File: src/hw/rtl/priority_sorted_job_table_defines.svh
// Assertion macros for the priority sorted job table.
// Included by the top level; uses its clk and rst signals.
`ifndef PRIORITY_SORTED_JOB_TABLE_DEFINES_SVH
`define PRIORITY_SORTED_JOB_TABLE_DEFINES_SVH

// The consequent must hold in the same cycle as the antecedent.
`define PSJT_ASSERT_SAME(label, ante, cons, msg) \
  label: assert property (@(posedge clk) disable iff (rst) (ante) |-> (cons)) else $error(msg);

// The consequent must hold in the cycle after the antecedent.
`define PSJT_ASSERT_NEXT(label, ante, cons, msg) \
  label: assert property (@(posedge clk) disable iff (rst) (ante) |=> (cons)) else $error(msg);

`endif

File: src/hw/rtl/psjt_pkg.sv
// Shared constants, codes and control types for the priority sorted job table.
// No dependencies; the top level, datapath and controller import this package.
package psjt_pkg;

  localparam int TABLE_DEPTH = 64;
  localparam int IDX_W       = $clog2(TABLE_DEPTH);
  localparam int CNT_W       = $clog2(TABLE_DEPTH + 1);
  localparam int CMD_W       = 2;
  localparam int ID_W        = 16;
  localparam int PRIO_W      = 16;
  localparam int STATUS_W    = 2;
  localparam int ENTRY_W     = 7;
  localparam int SLOT_W      = ID_W + PRIO_W;

  localparam logic [CMD_W-1:0] CMD_INSERT = 2'd0;
  localparam logic [CMD_W-1:0] CMD_REMOVE = 2'd1;
  localparam logic [CMD_W-1:0] CMD_UPDATE = 2'd2;

  localparam logic [STATUS_W-1:0] ST_DONE      = 2'd0;
  localparam logic [STATUS_W-1:0] ST_NOT_FOUND = 2'd1;
  localparam logic [STATUS_W-1:0] ST_FULL      = 2'd2;

  typedef struct packed {
    logic load;
    logic rm_init;
    logic rm_run;
    logic ins_init;
    logic ins_run;
  } psjt_ctrl_t;

  typedef struct packed {
    logic full;
    logic rm_done;
    logic found;
    logic ins_done;
  } psjt_stat_t;

endpackage

File: src/hw/rtl/priority_sorted_job_table.sv
// A refused insert or an unused command gives its result the cycle after accept.
// Insert and remove each scan the stored slots through the RAM port, one slot per cycle.
// Update runs a remove and then, if the job was found, an insert; one item is in flight at a time.
// A new item may be accepted at the edge that ends the result cycle.
// Synchronous rst clears the count and control; table contents are not cleared.
module priority_sorted_job_table (
  input  logic                                clk,
  input  logic                                rst,
  input  logic                                start,
  output logic                                busy,
  input  logic [psjt_pkg::CMD_W-1:0]          cmd,
  input  logic [psjt_pkg::ID_W-1:0]           job_id,
  input  logic signed [psjt_pkg::PRIO_W-1:0]  new_priority,
  output logic                                done,
  output logic [psjt_pkg::STATUS_W-1:0]       status,
  output logic [psjt_pkg::ENTRY_W-1:0]        entry_count,
  output logic                                head_valid,
  output logic [psjt_pkg::ID_W-1:0]           head_job_id,
  output logic signed [psjt_pkg::PRIO_W-1:0]  head_priority
);
  import psjt_pkg::*;
`include "priority_sorted_job_table_defines.svh"

  psjt_ctrl_t ctrl;
  psjt_stat_t stat;

  psjt_ctrl u_ctrl (
    .clk    (clk),
    .rst    (rst),
    .start  (start),
    .cmd    (cmd),
    .stat   (stat),
    .ctrl   (ctrl),
    .busy   (busy),
    .done   (done),
    .status (status)
  );

  psjt_dp u_dp (
    .clk           (clk),
    .rst           (rst),
    .ctrl          (ctrl),
    .stat          (stat),
    .job_id        (job_id),
    .new_priority  (new_priority),
    .entry_count   (entry_count),
    .head_valid    (head_valid),
    .head_job_id   (head_job_id),
    .head_priority (head_priority)
  );

  `PSJT_ASSERT_SAME(a_done_not_busy, done, !busy, "Result shown while busy.")
  `PSJT_ASSERT_NEXT(a_accept_progress, start && !busy, done || busy, "Accepted item was dropped.")
  `PSJT_ASSERT_SAME(a_full_count, done && (status == ST_FULL), stat.full, "Refused while not full.")

endmodule

File: src/hw/rtl/psjt_ram.sv
// Generic single write port, single read port RAM with registered read data.
// No dependencies.
module psjt_ram #(
  parameter int WIDTH = 32,
  parameter int DEPTH = 64
) (
  input  logic                     clk,
  input  logic                     we,
  input  logic [$clog2(DEPTH)-1:0] waddr,
  input  logic [WIDTH-1:0]         wdata,
  input  logic                     re,
  input  logic [$clog2(DEPTH)-1:0] raddr,
  output logic [WIDTH-1:0]         rdata
);

  logic [WIDTH-1:0] mem [DEPTH];

  always_ff @(posedge clk) begin
    if (we) begin
      mem[waddr] <= wdata;
    end
    if (re) begin
      rdata <= mem[raddr];
    end
  end

endmodule

File: src/hw/rtl/psjt_dp.sv
// Datapath of the job table: slot RAM, scan pointers, count and head copy.
// Depends on psjt_pkg and psjt_ram.
module psjt_dp (
  input  logic                                    clk,
  input  logic                                    rst,
  input  psjt_pkg::psjt_ctrl_t                    ctrl,
  output psjt_pkg::psjt_stat_t                    stat,
  input  logic [psjt_pkg::ID_W-1:0]               job_id,
  input  logic signed [psjt_pkg::PRIO_W-1:0]      new_priority,
  output logic [psjt_pkg::ENTRY_W-1:0]            entry_count,
  output logic                                    head_valid,
  output logic [psjt_pkg::ID_W-1:0]               head_job_id,
  output logic signed [psjt_pkg::PRIO_W-1:0]      head_priority
);
  import psjt_pkg::*;

  logic [ID_W-1:0]          id_q;
  logic signed [PRIO_W-1:0] prio_q;
  logic [CNT_W-1:0]         count;
  logic [CNT_W-1:0]         rd_ptr;
  logic [IDX_W-1:0]         rd_idx;
  logic                     rd_vld;
  logic                     found;
  logic [ID_W-1:0]          head_id;
  logic signed [PRIO_W-1:0] head_prio;

  logic                     re;
  logic [IDX_W-1:0]         raddr;
  logic [SLOT_W-1:0]        rdata;
  logic                     we;
  logic [IDX_W-1:0]         waddr;
  logic [SLOT_W-1:0]        wdata;
  logic [ID_W-1:0]          rd_id;
  logic signed [PRIO_W-1:0] rd_prio;
  logic                     prio_less;
  logic                     rm_issue;
  logic                     ins_issue;
  logic                     rm_done;
  logic                     ins_fire;

  psjt_ram #(
    .WIDTH (SLOT_W),
    .DEPTH (TABLE_DEPTH)
  ) u_slots (
    .clk   (clk),
    .we    (we),
    .waddr (waddr),
    .wdata (wdata),
    .re    (re),
    .raddr (raddr),
    .rdata (rdata)
  );

  always_comb begin
    rd_id     = rdata[SLOT_W-1:PRIO_W];
    rd_prio   = rdata[PRIO_W-1:0];
    prio_less = prio_q < rd_prio;
    rm_issue  = ctrl.rm_run && (rd_ptr < count);
    ins_issue = ctrl.ins_run && (rd_ptr != '0);
    re        = rm_issue || ins_issue;
    raddr     = rm_issue ? IDX_W'(rd_ptr) : IDX_W'(rd_ptr - 1'b1);
    rm_done   = ctrl.rm_run && (rd_ptr >= count) && !rd_vld;
    ins_fire  = ctrl.ins_run && (rd_vld ? prio_less : (rd_ptr == '0));

    we    = 1'b0;
    waddr = '0;
    wdata = rdata;
    if (ctrl.rm_run && rd_vld && found) begin
      we    = 1'b1;
      waddr = rd_idx - 1'b1;
    end
    if (ctrl.ins_run && rd_vld) begin
      we    = 1'b1;
      waddr = rd_idx + 1'b1;
      if (prio_less) begin
        wdata = {id_q, prio_q};
      end
    end
    if (ctrl.ins_run && !rd_vld && (rd_ptr == '0)) begin
      we    = 1'b1;
      waddr = '0;
      wdata = {id_q, prio_q};
    end
  end

  always_ff @(posedge clk) begin
    if (rst) begin
      count  <= '0;
      rd_ptr <= '0;
      rd_vld <= 1'b0;
      found  <= 1'b0;
    end else begin
      if (ctrl.rm_init) begin
        rd_ptr <= '0;
        rd_vld <= 1'b0;
        found  <= 1'b0;
      end
      if (ctrl.ins_init) begin
        rd_ptr <= count;
        rd_vld <= 1'b0;
      end
      if (ctrl.rm_run) begin
        rd_vld <= rm_issue;
        if (rm_issue) begin
          rd_ptr <= rd_ptr + 1'b1;
        end
        if (rd_vld && !found && (rd_id == id_q)) begin
          found <= 1'b1;
        end
        if (rm_done && found) begin
          count <= count - 1'b1;
        end
      end
      if (ctrl.ins_run) begin
        rd_vld <= ins_issue;
        if (ins_issue) begin
          rd_ptr <= rd_ptr - 1'b1;
        end
        if (ins_fire) begin
          count <= count + 1'b1;
        end
      end
    end
  end

  always_ff @(posedge clk) begin
    if (ctrl.load) begin
      id_q   <= job_id;
      prio_q <= new_priority;
    end
    if (rm_issue) begin
      rd_idx <= IDX_W'(rd_ptr);
    end else if (ins_issue) begin
      rd_idx <= IDX_W'(rd_ptr - 1'b1);
    end
    if (we && (waddr == '0)) begin
      head_id   <= wdata[SLOT_W-1:PRIO_W];
      head_prio <= wdata[PRIO_W-1:0];
    end
  end

  always_comb begin
    stat.full     = (count == CNT_W'(TABLE_DEPTH));
    stat.rm_done  = rm_done;
    stat.found    = found;
    stat.ins_done = ins_fire;
    entry_count   = ENTRY_W'(count);
    head_valid    = (count != '0);
    head_job_id   = head_valid ? head_id : '0;
    head_priority = head_valid ? head_prio : '0;
  end

endmodule

File: src/hw/rtl/psjt_ctrl.sv
// Controller of the job table: sequences remove and insert scans per item.
// Depends on psjt_pkg.
module psjt_ctrl (
  input  logic                           clk,
  input  logic                           rst,
  input  logic                           start,
  input  logic [psjt_pkg::CMD_W-1:0]     cmd,
  input  psjt_pkg::psjt_stat_t           stat,
  output psjt_pkg::psjt_ctrl_t           ctrl,
  output logic                           busy,
  output logic                           done,
  output logic [psjt_pkg::STATUS_W-1:0]  status
);
  import psjt_pkg::*;

  typedef enum logic [2:0] {
    S_IDLE,
    S_RM_INIT,
    S_RM_SCAN,
    S_INS_INIT,
    S_INS_SCAN
  } state_t;

  state_t state;
  logic   upd;

  always_comb begin
    ctrl.load     = (state == S_IDLE) && start;
    ctrl.rm_init  = (state == S_RM_INIT);
    ctrl.rm_run   = (state == S_RM_SCAN);
    ctrl.ins_init = (state == S_INS_INIT);
    ctrl.ins_run  = (state == S_INS_SCAN);
  end

  always_ff @(posedge clk) begin
    if (rst) begin
      state  <= S_IDLE;
      upd    <= 1'b0;
      busy   <= 1'b0;
      done   <= 1'b0;
      status <= ST_DONE;
    end else begin
      done <= 1'b0;
      case (state)
        S_IDLE: begin
          if (start) begin
            upd <= (cmd == CMD_UPDATE);
            case (cmd)
              CMD_INSERT: begin
                if (stat.full) begin
                  done   <= 1'b1;
                  status <= ST_FULL;
                end else begin
                  busy  <= 1'b1;
                  state <= S_INS_INIT;
                end
              end
              CMD_REMOVE, CMD_UPDATE: begin
                busy  <= 1'b1;
                state <= S_RM_INIT;
              end
              default: begin
                done   <= 1'b1;
                status <= ST_DONE;
              end
            endcase
          end
        end
        S_RM_INIT: begin
          state <= S_RM_SCAN;
        end
        S_RM_SCAN: begin
          if (stat.rm_done) begin
            if (!stat.found) begin
              done   <= 1'b1;
              busy   <= 1'b0;
              status <= ST_NOT_FOUND;
              state  <= S_IDLE;
            end else if (upd) begin
              state <= S_INS_INIT;
            end else begin
              done   <= 1'b1;
              busy   <= 1'b0;
              status <= ST_DONE;
              state  <= S_IDLE;
            end
          end
        end
        S_INS_INIT: begin
          state <= S_INS_SCAN;
        end
        S_INS_SCAN: begin
          if (stat.ins_done) begin
            done   <= 1'b1;
            busy   <= 1'b0;
            status <= ST_DONE;
            state  <= S_IDLE;
          end
        end
        default: begin
          busy  <= 1'b0;
          state <= S_IDLE;
        end
      endcase
    end
  end

endmodule
File: config.mk
export PLATFORM = sky130hd
export DESIGN_NAME = priority_sorted_job_table
export DESIGN_NICKNAME = d
export VERILOG_FILES = /design/src/hw/rtl/psjt_pkg.sv /design/src/hw/rtl/priority_sorted_job_table.sv /design/src/hw/rtl/psjt_ram.sv /design/src/hw/rtl/psjt_dp.sv /design/src/hw/rtl/psjt_ctrl.sv
export VERILOG_INCLUDE_DIRS = /design/src /design/src/hw/rtl
export SDC_FILE = /design/constraint.sdc
export NUM_CORES = 2
export LEC_CHECK = 0
export BUFFER_PORTS_ARGS = -buffer_cell sky130_fd_sc_hd__buf_2
export CORE_UTILIZATION = 45
export DETAILED_ROUTE_END_ITERATION = 6
export PLACE_DENSITY = 0.59
export SLEW_MARGIN = 20
export SYNTH_ARGS = -nofsm -noshare
export SYNTH_HDL_FRONTEND = slang
export SYNTH_SLANG_ARGS = --single-unit
File: constraint.sdc
create_clock -name clk -period 7.5 [get_ports clk]
set_clock_uncertainty 0.15 [all_clocks]
set_input_delay 1.5 -clock clk [delete_from_list [all_inputs] [get_ports clk]]
set_output_delay 1.5 -clock clk [all_outputs]
set_load 0.02 [all_outputs]
Word level (Yosys, flattened, before mapping):

Memories as Yosys holds them, arrays and structs flattened. A register that Yosys moved wholly into a read port is not among the register bits.
Index checks and enable logic that the tools add are counted.

* multiplexer cells: 66
* reductions and logical operators: 33
* bitwise gates (word level): 1
* add/subtract/negate cells: 6
* equal/unequal tests: 16
* magnitude comparators: 3

Operators by type and width (number)
* 32-bit 2-to-1 mux: 3
* 7-bit 2-to-1 mux: 10
* 6-bit 2-to-1 mux: 6
* 16-bit 2-to-1 mux: 2
* 1-bit 2-to-1 mux: 25
* 16-bit == test: 1
* 16-bit < comparator: 1
* 1-bit logical AND: 15
* 3-bit 2-to-1 mux: 5
* 3-bit one-hot mux with 5 select lines: 1
* 7-bit by 1-bit adder with 7-bit output (second input constant): 2
* 2-bit 2-to-1 mux: 7
* 7-bit AND reduction: 2
* 7-bit nonzero test: 2
* 7-bit by 1-bit subtractor with 7-bit output (second input constant): 2
* 3-bit != test (second input constant): 4
* 2-bit != test (second input constant): 4
* 7-bit == test (second input constant): 1
* 7-bit greater-or-equal comparator: 1
* 7-bit zero test: 1
* 7-bit < comparator: 1
* 6-bit by 1-bit adder with 6-bit output (second input constant): 1
* 3-bit by 2-bit == test with 1-bit output (second input constant): 2
* 6-bit zero test: 1
* 22 further kinds: 25

* output and inout bits: 44
* word-level logic and storage cells: 140
* bits of input ports: 37
* bits in writable memories: 2048
* register bits: 94
* memories kept: 1

Memory list
* u_dp.u_slots.mem: words 64, width 32, rd ports 1, clocked after Yosys merged registers in 1, wr ports 1, line psjt_ram.sv:16 `logic [WIDTH-1:0] mem [DEPTH];`

Logic depth before layout (Yosys ltp):

* word-level depth: 8
* depth in mapped cells: 16
* gate-level depth less buffers: 12

Modules after synthesis:

A second synthesis with hierarchy kept.

* cells, all modules: 3863
* area total of the unflattened synthesis: 84656.2 sq um

Modules (own cells, without submodules)
* psjt_ram: cells each 3324, instances 1, area each 78833.1 sq um, seq. area each 62459.9 sq um
* psjt_dp: cells each 474, instances 1, area each 5233.8 sq um, seq. area each 2422.3 sq um
* psjt_ctrl: cells each 65, instances 1, area each 589.3 sq um, seq. area each 160.2 sq um

Worst setup path before layout:

No wires, ideal clock.

* path kind: flip-flop to flip-flop
* start point: register u_dp.rd_ptr[0]
* end point: register u_dp.head_prio[10], data pin
* buffers on the path: 3
* data required time: 6.640 ns
* period minus slack after synthesis: 5.488 ns
* slack: 2.012 ns
* arrival: 4.628 ns
* library setup time: 0.710 ns
* cell stages (with the launch flop): 10
* path through: dfxtp_1 > clkinv_1 > clkbuf_1 > ha_1 > nand3b_1 > nor3_1 > or3_1 > clkbuf_1 > clkbuf_1 > o21ai_0

* cells in the longest elaborated chain, start to end: 3

Ends and longest elaborated chain
* start, declared: line psjt_dp.sv:20 `logic [CNT_W-1:0] rd_ptr;`
* start signal, assigned: line psjt_dp.sv:99 `rd_ptr <= count;`
* start signal, assigned: line psjt_dp.sv:105 `rd_ptr <= rd_ptr + 1'b1;`
* start signal, assigned: line psjt_dp.sv:117 `rd_ptr <= rd_ptr - 1'b1;`
* 7-bit zero test: line psjt_dp.sv:79 `if (ctrl.ins_run && !rd_vld && (rd_ptr == '0)) begin`
* 1-bit logical AND: line psjt_dp.sv:79
* 32-bit 2-to-1 mux: line psjt_dp.sv:79
* named net u_dp.u_slots.wdata[10]: line psjt_ram.sv:10 `input logic [WIDTH-1:0] wdata,`
* end signal, assigned: line psjt_dp.sv:138 `head_prio <= wdata[PRIO_W-1:0];`
* end, declared: line psjt_dp.sv:25 `logic signed [PRIO_W-1:0] head_prio;`

The timed path passes the listed nets, and every way through them passes these cells.
A chain may end at the register's enable or synchronous reset.

Worst setup path after layout:

* start point: register u_dp.rd_ptr[2]
* end point: register u_dp.u_slots.rdata[13], read port of u_dp.u_slots.mem, data pin

* cells in the longest elaborated chain, start to end: 3
* elaborated cells between the ends (all ways): 7
* those cells by class: add/sub: 1; order compare: 1; mux: 1; reduce/logical: 4

Ends and longest elaborated chain
* 7-bit < comparator or 7-bit nonzero test (tied branches): line psjt_dp.sv:58, psjt_dp.sv:59
* 1-bit logical AND (on tied branches): line psjt_dp.sv:58, psjt_dp.sv:59
* 6-bit 2-to-1 mux or 1-bit logical OR (tied branches): line psjt_dp.sv:61, psjt_dp.sv:60
* end, declared: line psjt_ram.sv:13 `output logic [WIDTH-1:0] rdata`

Parallel ways exist; a longest one is shown, timed or not.

==> results.rst <==
.. list-table::
   :header-rows: 1

   * - Metric
     - Value
   * - Clk pin slew, worst setup/hold paths
     - 0.06 ns
   * - Maximum achievable frequency
     - 0.165 GHz
   * - Minimum clock period
     - 6.07 ns
   * - CTS Root Cell
     - sky130_fd_sc_hd__clkbuf_16
   * - Max Root-Sink Buffers
     - 3
   * - Sum of overflow across all layers after global routing
     - 0
   * - Row cnt
     - 160
   * - Number of antenna violations at the first check in global routing
     - 10
   * - Number of slew-limit violations in the final report
     - 0
   * - # fillers
     - 15700
   * - RSZ-0062 raised after global routing
     - no
   * - Commonest cells after routing, fill and taps aside
     - sky130_fd_sc_hd__edfxtp_1, sky130_fd_sc_hd__nand2_1, sky130_fd_sc_hd__mux2i_1
   * - Sum of negative setup slack
     - 0 ns
   * - Total of endpoints with negative setup slack in the final report
     - 0
   * - Maximum number of pins on one net before global-route repair
     - 120
   * - Growth of design area from synthesis to finish
     - 12.8%
   * - Detailed-route DRC error count
     - 0
   * - Die W
     - 441 um
   * - Final critical-path share of the clock period
     - 81.0%
   * - IO Pins
     - 81
   * - Core ar.
     - 191000 sq um
   * - Netlist Area Pre-Place
     - 86800 sq um
   * - Arrival time at the worst endpoint
     - 6.58 ns
   * - Routed length on met3
     - 24500 um
   * - Routed WL
     - 269000 um
   * - PD cells
     - 451 nW/um^2
   * - Hold WC Path Type
     - register to register
   * - Number of cells traversed by the worst register-to-register path
     - 12
   * - Final Hold Violating Endpoints
     - 0
   * - CTS H-tree depth
     - 4
   * - Post-Synthesis Net Count
     - 5620
   * - Count of input and output buffers
     - 80
   * - Number of flops mapped to enable cells by yosys
     - 2150
   * - Final estimated routing congestion in global placement
     - 0.878
   * - Net switching fraction of the power
     - 41.1%
   * - Worst-Margin Slew
     - 1.23 ns
   * - Number of instances in the synthesized netlist
     - 5551
   * - Highest routed metal layer
     - met5
   * - Startpoint types
     - register
   * - Unique masters post-synth
     - 90
   * - Overall Global Routing Usage
     - 27.1%
   * - TritonCTS clock tree
     - done
   * - Core occupancy in the finished layout
     - 51.3%
   * - Die footprint
     - 195000 sq um
   * - Crit. End Element
     - register
   * - Hold depth
     - 2
   * - Clock network power share
     - 23.5%
   * - Clock buffer count from CTS
     - 219
   * - Part of the power in combinational logic
     - 42.1%
   * - Cell taking the most area after synthesis
     - sky130_fd_sc_hd__edfxtp_1
   * - Count of cells resized by post-cts repair
     - 0
   * - Wire length of the first global-routing pass
     - 376000 um
   * - Number of DRC violations after detailed-routing iteration 0
     - 6919
   * - DR pass1 iterations
     - 6
   * - Portion of synthesized cell area occupied by the leading cell type
     - 74.4%
   * - Proportion of power drawn by flip-flops and latches
     - 34.3%
   * - Share of async-settable or async-resettable flops after synthesis
     - 0%
   * - Maximum fanout along the worst path
     - 48
   * - Top cells by area, synth
     - sky130_fd_sc_hd__edfxtp_1, sky130_fd_sc_hd__mux2i_1, sky130_fd_sc_hd__nand2_1
   * - Number of warning messages in the yosys log
     - 0
   * - Net switching power figure
     - 18.2 mW
   * - Maximum VDD drop
     - 0.000463 V
   * - Detailed-placement wirelength estimate
     - 148000 um
   * - Startpoint-to-endpoint class of the critical path
     - register to register
   * - Detailed-routed wire length on met2
     - 124000 um
   * - Source-to-sink clock delay at the later pin of the worst-skew pair
     - 0.86 ns
   * - Worst slew margin relative to its limit
     - 18.0%
   * - Fraction of layout instances using a drive strength above 1
     - 13.2%
   * - Post-route ant nets
     - 0
   * - Outcome
     - completed
   * - Sequential fraction of the synthesis area
     - 74.9%
   * - Internal power consumption
     - 26.0 mW
   * - Total of hold buffers inserted after clock tree synthesis
     - 0
   * - Data required time of the critical path
     - 8.01 ns
   * - Synthesis-stage register bit count
     - 2174
   * - Detailed-route wire length per cell
     - 32.0 um
   * - Net count reported at finish
     - 5750
   * - Via-per-instance ratio
     - 6.27
   * - Number of setup buffers added after CTS
     - 0
   * - Die boundary height
     - 441 um
   * - Effective utilization at floorplan
     - 45.5%
   * - Mean instance size in the synthesized netlist
     - 15.6 sq um
   * - Sinks on the clock net
     - 2174
   * - Most common library cell in the layout ignoring fill and taps
     - sky130_fd_sc_hd__edfxtp_1
   * - Leading register cell type out of synthesis
     - sky130_fd_sc_hd__edfxtp_1
   * - Detailed-routing wirelength on met1
     - 111000 um
   * - Maximum capacitance violations
     - 0
   * - Leakage power total
     - 30.9 nW
   * - Via count of the first global-routing pass
     - 49600
   * - DR vias
     - 52600
-- state kept, by name, summed over array words and instances, names as in the netlist, 7 cells and up --
register and count:
u_dp.head_id 16, u_dp.id_q 16, u_dp.entry_count 7, u_dp.head_prio 16, u_dp.prio_q 16, u_dp.u_slots.rdata 32
u_dp.u_slots.mem 2048, u_dp.rd_ptr 7
-- logic make-up after synthesis --
group                    count (synthesis)  share of synthesized area, %
flip-flops                            2174                          74.9
AND/OR/NAND/NOR                       1533                          7.96
AO/OA/AOI/OAI                          878                          8.22
multiplexers                           490                          5.73
buffers and inverters                  415                          2.42
adder cells (fa/ha/maj)                 32                         0.461
XOR/XNOR                                29                         0.301
-- stage by stage --
stage	area (sq um)	hold slack, ns	setup WS (ns)	power (mW)	instances
CTS	97900	0.399	1.46	44.0	8374
finish	98000	0.396	1.43	44.2	8380
global placement	91000	0.374	1.14	33.5	7963
floorplan	86800	0.334	2.01	25.8	5551
detailed placement	91100	0.380	1.49	33.8	7968
global route	97900	0.450	1.16	45.3	8377
-- synth_stat cells, types with 21 or more instances --
master	count
sky130_fd_sc_hd__buf_1	21
sky130_fd_sc_hd__edfxtp_1	2150
sky130_fd_sc_hd__a2111oi_0	46
sky130_fd_sc_hd__a32oi_1	351
sky130_fd_sc_hd__nand3_1	97
sky130_fd_sc_hd__buf_4	53
sky130_fd_sc_hd__nor2b_1	40
sky130_fd_sc_hd__nor4_1	24
sky130_fd_sc_hd__mux2i_1	446
sky130_fd_sc_hd__inv_1	34
sky130_fd_sc_hd__a21oi_1	85
sky130_fd_sc_hd__o32ai_1	21
sky130_fd_sc_hd__clkbuf_1	126
sky130_fd_sc_hd__a221oi_2	21
sky130_fd_sc_hd__buf_2	158
sky130_fd_sc_hd__nand4_1	33
sky130_fd_sc_hd__ha_1	32
sky130_fd_sc_hd__mux2_2	43
sky130_fd_sc_hd__a211oi_1	135
sky130_fd_sc_hd__o21ai_0	32
sky130_fd_sc_hd__and3_1	248
sky130_fd_sc_hd__nand2_1	940
sky130_fd_sc_hd__dfxtp_1	24
sky130_fd_sc_hd__a31oi_1	57
sky130_fd_sc_hd__nor2_1	98
-- final cells by class --
| class | instances | area [sq um] | area share, % |
|---|---|---|---|
| antenna | 3 | 7.51 | 0.00766 |
| clock buffer | 267 | 5720 | 5.84 |
| clock inverter | 139 | 1040 | 1.06 |
| inverter | 38 | 153 | 0.156 |
| multi-input combinational | 2962 | 20600 | 21.0 |
| sequential | 2174 | 65000 | 66.4 |
| tap | 2511 | 3140 | 3.21 |
| timing repair buffer | 286 | 2280 | 2.32 |
-- power by group through the flow --
stage          clock network (mW)  logic, mW  registers [mW]
2_1_floorplan                   0       10.4            15.3
3_3_place_gp                    0       18.1            15.4
3_5_place_dp                    0       18.3            15.4
4_1_cts                      10.5       18.4            15.2
5_1_grt                      10.9       19.2            15.2
6_report                     10.4       18.6            15.2
-- critical path, stage by stage (launching register included) --
cell                        delay (ns)
sky130_fd_sc_hd__dfxtp_1          0.75
sky130_fd_sc_hd__ha_1             0.39
sky130_fd_sc_hd__a21oi_2          0.19
sky130_fd_sc_hd__a21o_2           0.35
sky130_fd_sc_hd__nand4_4          0.66
sky130_fd_sc_hd__nand2_8          0.79
sky130_fd_sc_hd__buf_4            0.65
sky130_fd_sc_hd__buf_4            0.42
sky130_fd_sc_hd__a211oi_1         0.13
sky130_fd_sc_hd__a2111oi_0        0.51
sky130_fd_sc_hd__mux2_2           0.35
sky130_fd_sc_hd__o32ai_2          0.20
sky130_fd_sc_hd__a221oi_2         0.24
-- layer usage --
layer / GRT usage [%] / up-vias
li1: - / 22200
met3: 4.24 / 417
met1: 39.1 / 27200
met2: 42.1 / 2784
met5: 0 / -
met4: 9.18 / 2
-- final timing paths --
check                 start                      to  slack (ns)
max reg2reg  u_dp.rd_ptr[2]  u_dp.u_slots.rdata[13]        1.43
max          u_dp.rd_ptr[2]  u_dp.u_slots.rdata[13]        1.43
min              u_ctrl.upd              u_ctrl.upd        0.40
min reg2reg      u_ctrl.upd              u_ctrl.upd        0.40
Note: power is estimated with default switching activity, not from simulation.
